===== src/bida_pkg.sv =====
// Package for the bounded ID allocator: sizes, request and status codes,
// sequencer states, the pool command struct and the bound clamp function.
// No dependencies.
package bida_pkg;

  localparam int MAX_IDS    = 256;
  localparam int ID_W       = 8;
  localparam int BOUND_W    = 9;
  localparam int WORD_W     = 8;
  localparam int BIT_IDX_W  = $clog2(WORD_W);
  localparam int NUM_WORDS  = MAX_IDS / WORD_W;
  localparam int WADDR_W    = $clog2(NUM_WORDS);
  localparam int MAX_BOUND  = (MAX_IDS < 256) ? MAX_IDS : 256;

  typedef enum logic [1:0] {
    OP_NEXT_ANY   = 2'd0,
    OP_NEXT_RANGE = 2'd1,
    OP_CLAIM      = 2'd2,
    OP_FREE       = 2'd3
  } op_t;

  typedef enum logic [2:0] {
    ST_OK       = 3'd0,
    ST_NO_FREE  = 3'd1,
    ST_USED     = 3'd2,
    ST_NOT_USED = 3'd3,
    ST_BAD      = 3'd4
  } status_t;

  typedef enum logic [1:0] {
    S_IDLE,
    S_EXEC,
    S_SCAN,
    S_HOLD
  } state_t;

  // Write command for the used bitmap
  typedef struct packed {
    logic            clear;
    logic            wr_en;
    logic            wr_val;
    logic [ID_W-1:0] wr_id;
  } pool_cmd_t;

  // Clamp a written bound into 1 .. MAX_BOUND
  function automatic logic [BOUND_W-1:0] limit_bound(input logic [BOUND_W-1:0] v);
    logic [BOUND_W-1:0] b;
    b = v;
    if (b == '0) b = BOUND_W'(1);
    if (b > BOUND_W'(MAX_BOUND)) b = BOUND_W'(MAX_BOUND);
    return b;
  endfunction

endpackage


===== src/bounded_id_allocator_unit.sv =====
// Top level of the bounded ID allocator: request sequencer, word-wide free
// search, counters and the result register. Uses bida_pkg and bida_pool.
//
// One request is taken at a time. A claim or a free goes from acceptance
// through decode to a hold state that waits until the result register is
// free and hands the result to it; then the next request can be taken. A
// next request that decode does not refuse also passes a search: the search
// unit tests one 8-bit word of the used bitmap per cycle, first from the
// start point up to the end of the pool or range, then from the wrap point
// back up to the start, so a search visits at most NUM_WORDS + 1 words (33
// at 256 IDs). The result register lets a new request in while the previous
// result waits. Writing upper_bound clears the pool in the same cycle.
module bounded_id_allocator_unit (
  input  logic                          clk,
  input  logic                          rst,
  // configuration
  input  logic                          cfg_we,
  input  logic [bida_pkg::BOUND_W-1:0]  cfg_wdata,
  // request channel
  input  logic                          req_valid,
  output logic                          req_stall,
  input  logic [1:0]                    operation,
  input  logic [bida_pkg::ID_W-1:0]     given_id,
  input  logic [bida_pkg::ID_W-1:0]     range_low,
  input  logic [bida_pkg::BOUND_W-1:0]  range_high,
  // result channel
  output logic                          rsp_valid,
  input  logic                          rsp_stall,
  output logic [bida_pkg::ID_W-1:0]     result_id,
  output logic [2:0]                    status,
  output logic [bida_pkg::BOUND_W-1:0]  free_count
);

  localparam int IW = bida_pkg::ID_W;
  localparam int BW = bida_pkg::BOUND_W;
  localparam int WW = bida_pkg::WORD_W;
  localparam int XW = bida_pkg::BIT_IDX_W;

  bida_pkg::state_t  state, state_next;

  // Configuration and allocator state
  logic [BW-1:0] upper_bound;
  logic [IW-1:0] last_given, last_given_next;
  logic [BW-1:0] unused_total, unused_total_next;

  // Latched request
  bida_pkg::op_t op_q;
  logic [IW-1:0] gid_q, lo_q;
  logic [BW-1:0] hi_q;

  // Search window
  logic [BW-1:0] cur, cur_next;
  logic [BW-1:0] limit, limit_next;
  logic [BW-1:0] wrap_low, wrap_low_next;
  logic [BW-1:0] wrap_limit, wrap_limit_next;
  logic          pass, pass_next;

  // Pending result
  logic [IW-1:0]     res_id, res_id_next;
  bida_pkg::status_t res_status, res_status_next;
  logic [BW-1:0]     res_free, res_free_next;

  bida_pkg::pool_cmd_t            pool_cmd;
  logic [bida_pkg::WADDR_W-1:0]   pool_addr;
  logic [WW-1:0]                  pool_word;

  logic          accept, out_free, finish;
  logic [BW-1:0] start_any, start_rng, base, next_base, cand_id;
  logic [IW-1:0] low_clamp;
  logic [WW-1:0] cand;
  logic          hit;
  logic [XW-1:0] hit_bit;
  logic          gid_used;

  assign accept    = req_valid && !req_stall;
  assign req_stall = (state != bida_pkg::S_IDLE);
  assign out_free  = !rsp_valid || !rsp_stall;

  bida_pool u_pool (
    .clk     (clk),
    .cmd     (pool_cmd),
    .rd_addr (pool_addr),
    .rd_word (pool_word)
  );

  assign pool_addr = (state == bida_pkg::S_SCAN) ? cur[IW-1:XW] : gid_q[IW-1:XW];
  assign gid_used  = pool_word[gid_q[XW-1:0]];

  // Start points of the two searches
  always_comb begin
    start_any = {1'b0, last_given} + BW'(1);
    if (start_any >= upper_bound) start_any = '0;
    low_clamp = (last_given < lo_q) ? lo_q : last_given;
    start_rng = {1'b0, low_clamp} + BW'(1);
    if (start_rng >= hi_q) start_rng = {1'b0, lo_q};
  end

  // Find the lowest free ID of the current word inside the window
  always_comb begin
    base      = {cur[BW-1:XW], XW'(0)};
    next_base = base + BW'(WW);
    cand      = '0;
    for (int b = 0; b < WW; b++) begin
      cand_id = base + BW'(b);
      cand[b] = !pool_word[b] && (XW'(b) >= cur[XW-1:0]) && (cand_id < limit);
    end
    hit     = |cand;
    hit_bit = '0;
    for (int b = WW - 1; b >= 0; b--) begin
      if (cand[b]) hit_bit = XW'(b);
    end
  end

  // Sequencer: next state, state updates and the pending result
  always_comb begin
    state_next        = state;
    last_given_next   = last_given;
    unused_total_next = unused_total;
    cur_next          = cur;
    limit_next        = limit;
    wrap_low_next     = wrap_low;
    wrap_limit_next   = wrap_limit;
    pass_next         = pass;
    res_id_next       = res_id;
    res_status_next   = res_status;
    res_free_next     = res_free;
    finish            = 1'b0;
    pool_cmd.clear    = rst || cfg_we;
    pool_cmd.wr_en    = 1'b0;
    pool_cmd.wr_val   = 1'b0;
    pool_cmd.wr_id    = gid_q;

    case (state)
      bida_pkg::S_IDLE: begin
        if (accept) state_next = bida_pkg::S_EXEC;
      end

      bida_pkg::S_EXEC: begin
        res_id_next     = '0;
        res_status_next = bida_pkg::ST_OK;
        case (op_q)
          bida_pkg::OP_NEXT_ANY: begin
            if (unused_total == '0) begin
              res_status_next = bida_pkg::ST_NO_FREE;
              finish          = 1'b1;
            end else begin
              cur_next        = start_any;
              limit_next      = upper_bound;
              wrap_low_next   = '0;
              wrap_limit_next = start_any;
              pass_next       = 1'b0;
              state_next      = bida_pkg::S_SCAN;
            end
          end
          bida_pkg::OP_NEXT_RANGE: begin
            if (hi_q <= {1'b0, lo_q} || hi_q > upper_bound) begin
              res_status_next = bida_pkg::ST_BAD;
              finish          = 1'b1;
            end else if (unused_total == '0) begin
              res_status_next = bida_pkg::ST_NO_FREE;
              finish          = 1'b1;
            end else begin
              cur_next        = start_rng;
              limit_next      = hi_q;
              wrap_low_next   = {1'b0, lo_q};
              wrap_limit_next = start_rng;
              pass_next       = 1'b0;
              state_next      = bida_pkg::S_SCAN;
            end
          end
          bida_pkg::OP_CLAIM: begin
            finish = 1'b1;
            if ({1'b0, gid_q} >= upper_bound) begin
              res_status_next = bida_pkg::ST_BAD;
            end else if (gid_used) begin
              res_status_next = bida_pkg::ST_USED;
            end else begin
              pool_cmd.wr_en    = 1'b1;
              pool_cmd.wr_val   = 1'b1;
              unused_total_next = unused_total - BW'(1);
            end
          end
          bida_pkg::OP_FREE: begin
            finish = 1'b1;
            if ({1'b0, gid_q} >= upper_bound) begin
              res_status_next = bida_pkg::ST_BAD;
            end else if (!gid_used) begin
              res_status_next = bida_pkg::ST_NOT_USED;
            end else begin
              pool_cmd.wr_en    = 1'b1;
              pool_cmd.wr_val   = 1'b0;
              unused_total_next = unused_total + BW'(1);
            end
          end
          default: begin
            finish = 1'b1;
          end
        endcase
      end

      bida_pkg::S_SCAN: begin
        if (hit) begin
          // Take the free ID
          pool_cmd.wr_en    = 1'b1;
          pool_cmd.wr_val   = 1'b1;
          pool_cmd.wr_id    = {cur[IW-1:XW], hit_bit};
          last_given_next   = {cur[IW-1:XW], hit_bit};
          unused_total_next = unused_total - BW'(1);
          res_id_next       = {cur[IW-1:XW], hit_bit};
          res_status_next   = bida_pkg::ST_OK;
          finish            = 1'b1;
        end else if (next_base < limit) begin
          cur_next = next_base;
        end else if (!pass && wrap_low < wrap_limit) begin
          // Wrap round to the low end
          cur_next   = wrap_low;
          limit_next = wrap_limit;
          pass_next  = 1'b1;
        end else begin
          res_id_next     = '0;
          res_status_next = bida_pkg::ST_NO_FREE;
          finish          = 1'b1;
        end
      end

      bida_pkg::S_HOLD: begin
        if (out_free) state_next = bida_pkg::S_IDLE;
      end

      default: begin
        state_next = bida_pkg::S_IDLE;
      end
    endcase

    if (finish) begin
      res_free_next = unused_total_next;
      state_next    = bida_pkg::S_HOLD;
    end
  end

  // Hold the sequencer state
  always_ff @(posedge clk) begin
    if (rst) begin
      state <= bida_pkg::S_IDLE;
    end else begin
      state <= state_next;
    end
  end

  // Update bound, pointer and free count; a bound write clears the pool
  always_ff @(posedge clk) begin
    if (rst) begin
      upper_bound  <= bida_pkg::limit_bound(BW'(256));
      last_given   <= '0;
      unused_total <= bida_pkg::limit_bound(BW'(256));
    end else if (cfg_we) begin
      upper_bound  <= bida_pkg::limit_bound(cfg_wdata);
      last_given   <= '0;
      unused_total <= bida_pkg::limit_bound(cfg_wdata);
    end else begin
      last_given   <= last_given_next;
      unused_total <= unused_total_next;
    end
  end

  // Latch the request, advance the search window and hold the pending result
  always_ff @(posedge clk) begin
    if (accept) begin
      op_q  <= bida_pkg::op_t'(operation);
      gid_q <= given_id;
      lo_q  <= range_low;
      hi_q  <= range_high;
    end
    cur        <= cur_next;
    limit      <= limit_next;
    wrap_low   <= wrap_low_next;
    wrap_limit <= wrap_limit_next;
    pass       <= pass_next;
    res_id     <= res_id_next;
    res_status <= res_status_next;
    res_free   <= res_free_next;
  end

  // Result register: load from the pending result, drop when taken
  always_ff @(posedge clk) begin
    if (rst) begin
      rsp_valid <= 1'b0;
    end else if (state == bida_pkg::S_HOLD && out_free) begin
      rsp_valid <= 1'b1;
    end else if (rsp_valid && !rsp_stall) begin
      rsp_valid <= 1'b0;
    end
  end

  always_ff @(posedge clk) begin
    if (state == bida_pkg::S_HOLD && out_free) begin
      result_id  <= res_id;
      status     <= res_status;
      free_count <= res_free;
    end
  end

`ifndef NO_ASSERTIONS
  a_accept_exec: assert property (@(posedge clk) disable iff (rst)
    accept |=> state == bida_pkg::S_EXEC)
    else $error("accepted request did not enter decode");

  a_free_bounded: assert property (@(posedge clk) disable iff (rst)
    unused_total <= upper_bound)
    else $error("free count exceeds pool size");

  a_scan_window: assert property (@(posedge clk) disable iff (rst)
    state == bida_pkg::S_SCAN |-> cur < limit && cur < BW'(bida_pkg::MAX_IDS))
    else $error("search position outside window");

  a_error_no_change: assert property (@(posedge clk) disable iff (rst)
    finish && res_status_next != bida_pkg::ST_OK && !cfg_we
    |=> $stable(unused_total) && $stable(last_given))
    else $error("failed request changed allocator state");
`endif

endmodule


===== src/bida_pool.sv =====
// Used bitmap of the ID pool, held as words of flip-flops.
// One word read port, one bit write port, whole-pool clear. Uses bida_pkg.
module bida_pool (
  input  logic                              clk,
  input  bida_pkg::pool_cmd_t               cmd,
  input  logic [bida_pkg::WADDR_W-1:0]      rd_addr,
  output logic [bida_pkg::WORD_W-1:0]       rd_word
);

  logic [bida_pkg::WORD_W-1:0] words [bida_pkg::NUM_WORDS];

  // Clear the whole pool, else set or drop one bit
  always_ff @(posedge clk) begin
    if (cmd.clear) begin
      for (int i = 0; i < bida_pkg::NUM_WORDS; i++) begin
        words[i] <= '0;
      end
    end else if (cmd.wr_en) begin
      words[cmd.wr_id[bida_pkg::ID_W-1:bida_pkg::BIT_IDX_W]]
           [cmd.wr_id[bida_pkg::BIT_IDX_W-1:0]] <= cmd.wr_val;
    end
  end

  assign rd_word = words[rd_addr];

endmodule

===== config.mk =====
export PLATFORM = sky130hd
export DESIGN_NAME = bounded_id_allocator_unit
export DESIGN_NICKNAME = d
export VERILOG_FILES = /design/src/bida_pkg.sv /design/src/bounded_id_allocator_unit.sv /design/src/bida_pool.sv
export SDC_FILE = /design/constraint.sdc
export NUM_CORES = 1
export LEC_CHECK = 0
export BUFFER_PORTS_ARGS = -buffer_cell sky130_fd_sc_hd__buf_2
export CAP_MARGIN = 20
export CORE_UTILIZATION = 50
export CTS_CLUSTER_SIZE = 25
export DETAILED_ROUTE_END_ITERATION = 12
export GPL_TIMING_DRIVEN = 0
export PLACE_DENSITY = 0.66
export SLEW_MARGIN = 20
export SYNTH_ARGS = -nofsm -noshare
export SYNTH_HDL_FRONTEND = slang
export SYNTH_HIERARCHICAL = 1
export SYNTH_SLANG_ARGS = --single-unit

===== constraint.sdc =====
create_clock -name clk -period 6.4 [get_ports clk]
set_input_delay 0.64 -clock clk [delete_from_list [all_inputs] [get_ports clk]]
set_output_delay 0.64 -clock clk [all_outputs]
set_load 0.01 [all_outputs]

==> results.py, run 1 <==
metrics = {
    "critical_path": {
        "end_kind": "flip-flop",
        "start_kind": "flip-flop",
        "cp_max_fo": 10,
        "cp_data_arrival_time_ns": 6.74,
        "critPathRequiredTime_ns": 6.84,
        "crit_type": "reg2reg",
    },
    "clocking": {
        "clk_path_buf_depth": 3,
        "root_buffer": "clkbuf_16",
        "cts_buffers": 43,
        "cts_tree": "done",
        "cts.clk_slew.worst_paths_ns": 0.06,
        "ctsHoldBuffers": 0,
        "insertion_delay_ns": 0.59,
        "h-tree-depth": 2,
        "numClockSinks": 388,
    },
    "drt": {
        "drc": 0,
        "num_vias": 16939,
        "drt-initial-drc-count": 1947,
        "vias_per_cell": 6.473,
        "finalWirelength_mm": 73.50,
        "avgRoutedWirePerCell_um": 28.09,
        "drt-pass1-iter-count": 6,
        "final_antenna_net_count": 0,
    },
    "power_and_ir_drop": {
        "power_leakage_nw": 8.940,
        "vdd_drop_max_mv": 0.2275,
        "power_per_cell_area_mw_per_mm2": 365.2,
    },
    "timing": {
        "period_share_pct": 98.53,
        "whs_ns": 0.2275,
        "setup_viol": 0,
        "min_period_ns": 6.306,
        "drv_slew": 0,
        "fmax_mhz": 158.6,
        "setup_ws_ns": 0.09399,
        "slew_headroom_pct": 37.98,
        "tightestPinTransition_ns": 0.9284,
        "finClkSkew_ns": 0.01891,
        "hold_viol_final": 0,
    },
    "grt": {
        "antenna_found_initial": 1,
        "grt_pass1_wl_mm": 107.1,
        "grt_overflow_total": 0,
        "grt_use_total_pct": 33.61,
        "grt_pass1_vias": 16769,
        "grt_max_degree": 28,
    },
    "logic_synthesis": {
        "ys_seq_elements": 388,
        "ys_seq_area_share_pct": 52.48,
        "synth_top_area_share_pct": 49.80,
        "synth_top_cell_by_area": "edfxtp_1",
        "syn-mean-instance-area_um2": 11.42,
        "async_flop_share_pct": 0,
        "synth_cell_types": 77,
        "syn-cell-area_mm2": 0.02165,
        "synth_enable_flop_cells": 359,
        "syn_inst": 1896,
        "synth_nets": 2017,
        "yosysWarnings": 6,
        "synth.top_cells.by_area": "edfxtp_1 (50%), o21bai_1 (8.9%), mux4_2 (8.3%), nor2_1 (5.7%), ha_1 (4.6%)",
        "ys.flop_type": "edfxtp_1",
    },
    "place": {
        "hpwl_mm": 51.88,
        "placedCellCount": 2536,
        "dpl_worst_slack_ns": -2.139,
        "routabilityCongestion": 0.9724,
        "port_buffers": 62,
    },
    "finish": {
        "antenna_cells": 0,
        "synthToLayoutAreaGrowth_pct": 14.32,
        "register_area_mm2": 0.01136,
        "layout-drive-gt1-share_pct": 19.90,
        "fin_nets": 2135,
        "nFillCells": 3522,
        "multi_input_area_mm2": 0.009632,
        "finish.utilization_pct": 58.48,
        "fin_cells": 2617,
    },
    "floorplanning": {
        "rows": 75,
        "io_pins": 63,
        "fp.dieH_um": 210.1,
        "fp.dieArea_mm2": 0.04413,
        "initial_core_util_pct": 51.15,
        "core_area_mm2": 0.04232,
        "die_w_um": 210.1,
    },
    "status": {
        "status": "complete, no violations",
    },
    "flow_run": {
        "cap_viol_max_count": 0,
    },
    "worst_hold_path": {
        "hold_class": "in2reg",
    },
}
[routing by layer]
layer  wire length, µm  track usage, %  vias up
li1                  -               -     7258
met1             26380           40.30     8398
met2             35250           56.19     1024
met3              7121           7.151      257
met4              4738           19.31        2
met5                10               0        -
[state kept, by name, summed over array words and instances, names as in the netlist]
name,flops
state,2
upper_bound,9
u_pool/words,256
cur,9
lo_q,8
free_count,9
wrap_limit,9
res_status,3
wrap_low,8
rsp_valid,1
gid_q,8
limit,9
res_free,9
unused_total,9
status,3
pass,1
last_given,8
res_id,8
hi_q,9
result_id,8
op_q,2
[layout make-up]
type	instances	area share, %
buffer	162	4.055
clock buffer	57	4.560
clock inverter	14	0.7583
inverter	71	1.077
multi-input combinational	1272	38.92
sequential	388	45.91
tap	577	2.917
timing repair buffer	76	1.810
[worst paths after layout]
kind | startpoint | slack (ns) | end | cells after the start
setup / recovery | state[0]$_SDFFE_PP0P_ | 0.09 | u_pool/words[6][2]$_SDFFCE_PN0P_ | 20
setup reg to reg | state[0]$_SDFFE_PP0P_ | 0.09 | u_pool/words[6][2]$_SDFFCE_PN0P_ | 20
hold reg to reg | res_free[1]$_DFFE_PP_ | 0.42 | free_count[1]$_DFFE_PP_ | 0
hold / removal | range_high[2] | 0.23 | hi_q[2]$_DFFE_PP_ | 1
[placed cells by master (no fill, tap or decap), types with 7 or more instances in the layout]
cell type	count
edfxtp_1	359
nor2_1	324
o21bai_1	254
buf_2	87
mux4_2	80
ha_1	79
nand2_1	76
inv_1	71
clkbuf_1	68
a21oi_1	54
clkbuf_16	43
o21ai_0	35
nand2_2	31
dfxtp_1	29
clkbuf_2	27
nand3_1	26
clkbuf_4	21
buf_4	20
mux2_2	18
nor3_1	17
mux2i_1	15
a21o_1	14
o211ai_1	13
nand2b_1	13
a211oi_1	13
nand4_1	12
and3_1	12
xnor2_1	12
nor2b_1	11
a31oi_1	10
o21a_1	9
xor2_1	9
o22ai_1	8
clkbuf_8	8
buf_6	7
[synth_stat cells, types with 14 or more instances]
library cell and n:
edfxtp_1 359, nor2_1 327, o21bai_1 257, clkbuf_1 145, nand2_1 110, ha_1 80
mux4_2 80, inv_1 71, a21oi_1 55, o21ai_0 36, nand3_1 30, dfxtp_1 29
mux2_2 19, nor3_1 18, mux2i_1 15, a211oi_1 14, a21o_1 14
[metrics by stage]
| step | area, µm² | total power [mW] | TNS (ns) |
|---|---|---|---|
| 2_1_floorplan | 21650 | 5.392 | 0 |
| 3_3_place_gp | 22680 | 6.331 | -916.90 |
| 3_5_place_dp | 22710 | 6.395 | -961.68 |
| 4_1_cts | 24490 | 8.905 | 0 |
| 5_1_grt | 24750 | 9.398 | -0.2755 |
| 6_report | 24750 | 9.038 | 0 |
[critical path: stages, from the launching register on]
cell and delay [ns]:
dfxtp_1 0.34, inv_1 0.09, ha_2 0.26, clkbuf_4 0.25
mux2_2 0.37, buf_8 0.17, buf_12 0.17, mux4_2 0.52
mux4_2 0.57, mux2_2 0.34, mux4_1 0.57, mux2_4 0.32
a211oi_4 0.19, buf_6 0.18, and2_2 0.20, o21ai_1 0.09
a21oi_2 0.24, and3b_2 0.39, nand3_1 0.26, clkbuf_2 0.40
nor2_1 0.19
[report_power, final]
part	leakage, nW	internal [mW]	switching [mW]
sequential	4.06	3.14	0.212
clock	0.638	1.40	1.02
combinational	4.24	1.22	2.04
[kinds of logic (layout without fill, tap and decap cells)]
kind of cell    count (synthesis)  count (layout)  share of synthesized area (%)
simple gates                  571             571                          11.36
xor+xnor                       21              21                         0.8496
compound gates                483             483                          16.08
mux                           117             117                          10.32
flops                         388             388                          52.48
fa+ha+maj                      80              80                          4.624
buf+inv                       236             380                          4.294
[what timing repair did]
action	in CTS	in global routing
endpoints found under the hold margin	0	0
endpoints found under the setup margin	546	508
gates cloned	1	0
gates resized for setup	159	132
pin swaps	5	5
buffers inserted	8	4
Note: power is estimated with default switching activity, not from simulation.
==> run 2, diff against run 1 <==
--- a/config.mk
+++ b/config.mk
@@ -8,10 +8,13 @@
 export BUFFER_PORTS_ARGS = -buffer_cell sky130_fd_sc_hd__buf_2
 export CAP_MARGIN = 20
 export CORE_UTILIZATION = 50
+export CTS_BUF_LIST = sky130_fd_sc_hd__clkbuf_4
 export CTS_CLUSTER_SIZE = 25
 export DETAILED_ROUTE_END_ITERATION = 12
 export GPL_TIMING_DRIVEN = 0
+export HOLD_SLACK_MARGIN = 0.1
 export PLACE_DENSITY = 0.66
+export SETUP_SLACK_MARGIN = 0.4
 export SLEW_MARGIN = 20
 export SYNTH_ARGS = -nofsm -noshare
 export SYNTH_HDL_FRONTEND = slang
==> results.py, run 2 (synthesis results as in run 1) <==
metrics = {
    "status": {
        "status": "complete, no violations",
    },
    "clocking": {
        "numClockSinks": 388,
        "cts_tree": "done",
        "root_buffer": "clkbuf_4",
        "cts_buffers": 103,
        "cts.clk_slew.worst_paths_ns": 0.06,
        "insertion_delay_ns": 0.88,
        "clk_path_buf_depth": 3,
        "h-tree-depth": 3,
    },
    "critical_path": {
        "end_kind": "flip-flop",
        "cp_max_fo": 10,
        "critPathRequiredTime_ns": 6.96,
        "cp_slowest_cell": "mux4_2",
        "cp_data_arrival_time_ns": 6.50,
        "start_kind": "flip-flop",
        "crit_type": "reg2reg",
        "crit_chain": "inv_2 -> ha_4 -> clkbuf_8 -> mux2_2 -> buf_12 -> buf_12 -> mux4_2 -> mux4_2 -> mux2_2 -> mux4_2 -> mux2_4 -> a211oi_4 -> buf_6 -> and2_4 -> o21ai_1 -> a21oi_2 -> nor3b_4 -> buf_12 -> nand3_4 -> clkbuf_8 -> o21bai_1",
        "slowest_delay_ns": 0.52,
    },
    "timing": {
        "whs_ns": 0.1679,
        "min_period_ns": 5.939,
        "period_share_pct": 92.79,
        "setup_viol": 0,
        "setup_ws_ns": 0.4614,
        "slew_headroom_pct": 37.89,
        "hold_viol_final": 0,
        "rsz0062_at_grt": "yes",
        "tightestPinTransition_ns": 0.9297,
        "finClkSkew_ns": 0.09499,
        "fmax_mhz": 168.4,
        "setup_tns_ns": 0,
        "drv_slew": 0,
    },
    "floorplanning": {
        "fp.dieH_um": 210.1,
        "fp.dieArea_mm2": 0.04413,
        "core_area_mm2": 0.04232,
        "die_w_um": 210.1,
        "io_pins": 63,
        "rows": 75,
        "initial_core_util_pct": 51.15,
    },
    "drt": {
        "vias_per_cell": 6.361,
        "drc": 0,
        "final_antenna_net_count": 0,
        "num_vias": 17742,
        "drt-initial-drc-count": 2055,
        "drt-pass1-iter-count": 5,
        "avgRoutedWirePerCell_um": 27.09,
        "finalWirelength_mm": 75.55,
    },
    "place": {
        "placedCellCount": 2536,
        "port_buffers": 62,
        "routabilityCongestion": 0.9724,
        "hpwl_mm": 51.88,
        "dpl_worst_slack_ns": -2.139,
    },
    "power_and_ir_drop": {
        "power_leakage_nw": 9.507,
        "power_per_cell_area_mw_per_mm2": 350.4,
        "vdd_drop_max_mv": 0.1794,
    },
    "grt": {
        "antenna_found_initial": 3,
        "grtUsageMet1_pct": 40.46,
        "grt_pass1_vias": 17461,
        "grt_use_total_pct": 34.36,
        "grt_max_degree": 28,
        "grt_overflow_total": 0,
        "grt_use_met2_pct": 56.60,
        "grt_pass1_wl_mm": 109.4,
        "grt_util_met3_pct": 8.075,
        "busiest_layer": "met2",
    },
    "finish": {
        "fin_nets": 2260,
        "fin_cells": 2789,
        "top_register": "u_pool/words",
        "layout-drive-gt1-share_pct": 25.96,
        "largest_reg_flops": 256,
        "layout_common_cells": "edfxtp_1 (359), nor2_1 (324), o21bai_1 (247)",
        "final_common_cell": "edfxtp_1",
        "synthToLayoutAreaGrowth_pct": 18.55,
    },
    "worst_hold_path": {
        "hold_class": "in2reg",
    },
    "flow_run": {
        "cap_viol_max_count": 0,
    },
}
==> run 2: cell count changes in the layout (fill, tap and decap cells not counted), sizes merged <==
cell / before / now
buf: 127 / 172
bufinv: 4 / 1
clkbuf: 167 / 250
clkinv: 7 / 16
diode: 0 / 1
dlygate4sd3: 0 / 37
==> run 2: per-layer routing <==
layer	routed length, µm	vias up
met2	35900	1184
li1	-	7579
met1	26290	8639
met5	26	-
met3	7522	336
met4	5804	4
==> run 2: final timing paths <==
check        depth (start not counted)  slack, ns                  start                                 to
max reg2reg                         21       0.46  state[0]$_SDFFE_PP0P_  u_pool/words[16][5]$_SDFFCE_PN0P_
min reg2reg                          0       0.40  res_free[1]$_DFFE_PP_            free_count[1]$_DFFE_PP_
max                                 21       0.46  state[0]$_SDFFE_PP0P_  u_pool/words[16][5]$_SDFFCE_PN0P_
min                                  3       0.17           cfg_wdata[7]        upper_bound[7]$_SDFFE_PP0P_
==> run 2: final cells by class <==
type | count | area [µm²]
diodes | 1 | 2.502
inverters | 71 | 266.5
multi-input cells | 1272 | 9761
fillers | 3447 | 16660
flip-flops and latches | 388 | 11360
clock buffers | 157 | 1179
repair buffers | 139 | 1045
well taps | 577 | 721.9
clock inverters | 20 | 123.9
plain buffers | 164 | 1201
==> run 2: metrics by stage <==
| step | total power [mW] | util [%] | instance area (µm²) |
|---|---|---|---|
| detailed placement | 6.395 | 53.67 | 22710 |
| finish | 8.992 | 60.64 | 25660 |
| CTS | 8.805 | 59.55 | 25200 |
| global placement | 6.331 | 53.59 | 22680 |
| global route | 9.403 | 60.64 | 25660 |
| floorplan | 5.392 | - | 21650 |
==> run 2: timing repair <==
action | in CTS | in global routing
hold buffers | 37 | 0
setup endpoints to repair | 586 | 506
gates resized for setup | 244 | 133
gates cloned | 3 | 2
hold endpoints to repair | 37 | 0
buffers inserted | 13 | 21
pin swaps | 7 | 6
==> run 2: power by group <==
group,switching (mW),total [mW],internal [mW]
Sequential,0.216,3.36,3.14
Combinational,2.10,3.43,1.33
Clock,1.05,2.20,1.15
Total,3.37,8.99,5.63
==> run 2: worst max-delay path, delay by kind of cell (launching register included) <==
kind | cells | cell delay (ns)
flops | 1 | 0.34
mux | 6 | 2.59
buf+inv | 7 | 1.21
fa+ha+maj | 1 | 0.18
simple gates | 3 | 0.64
compound gates | 4 | 0.68
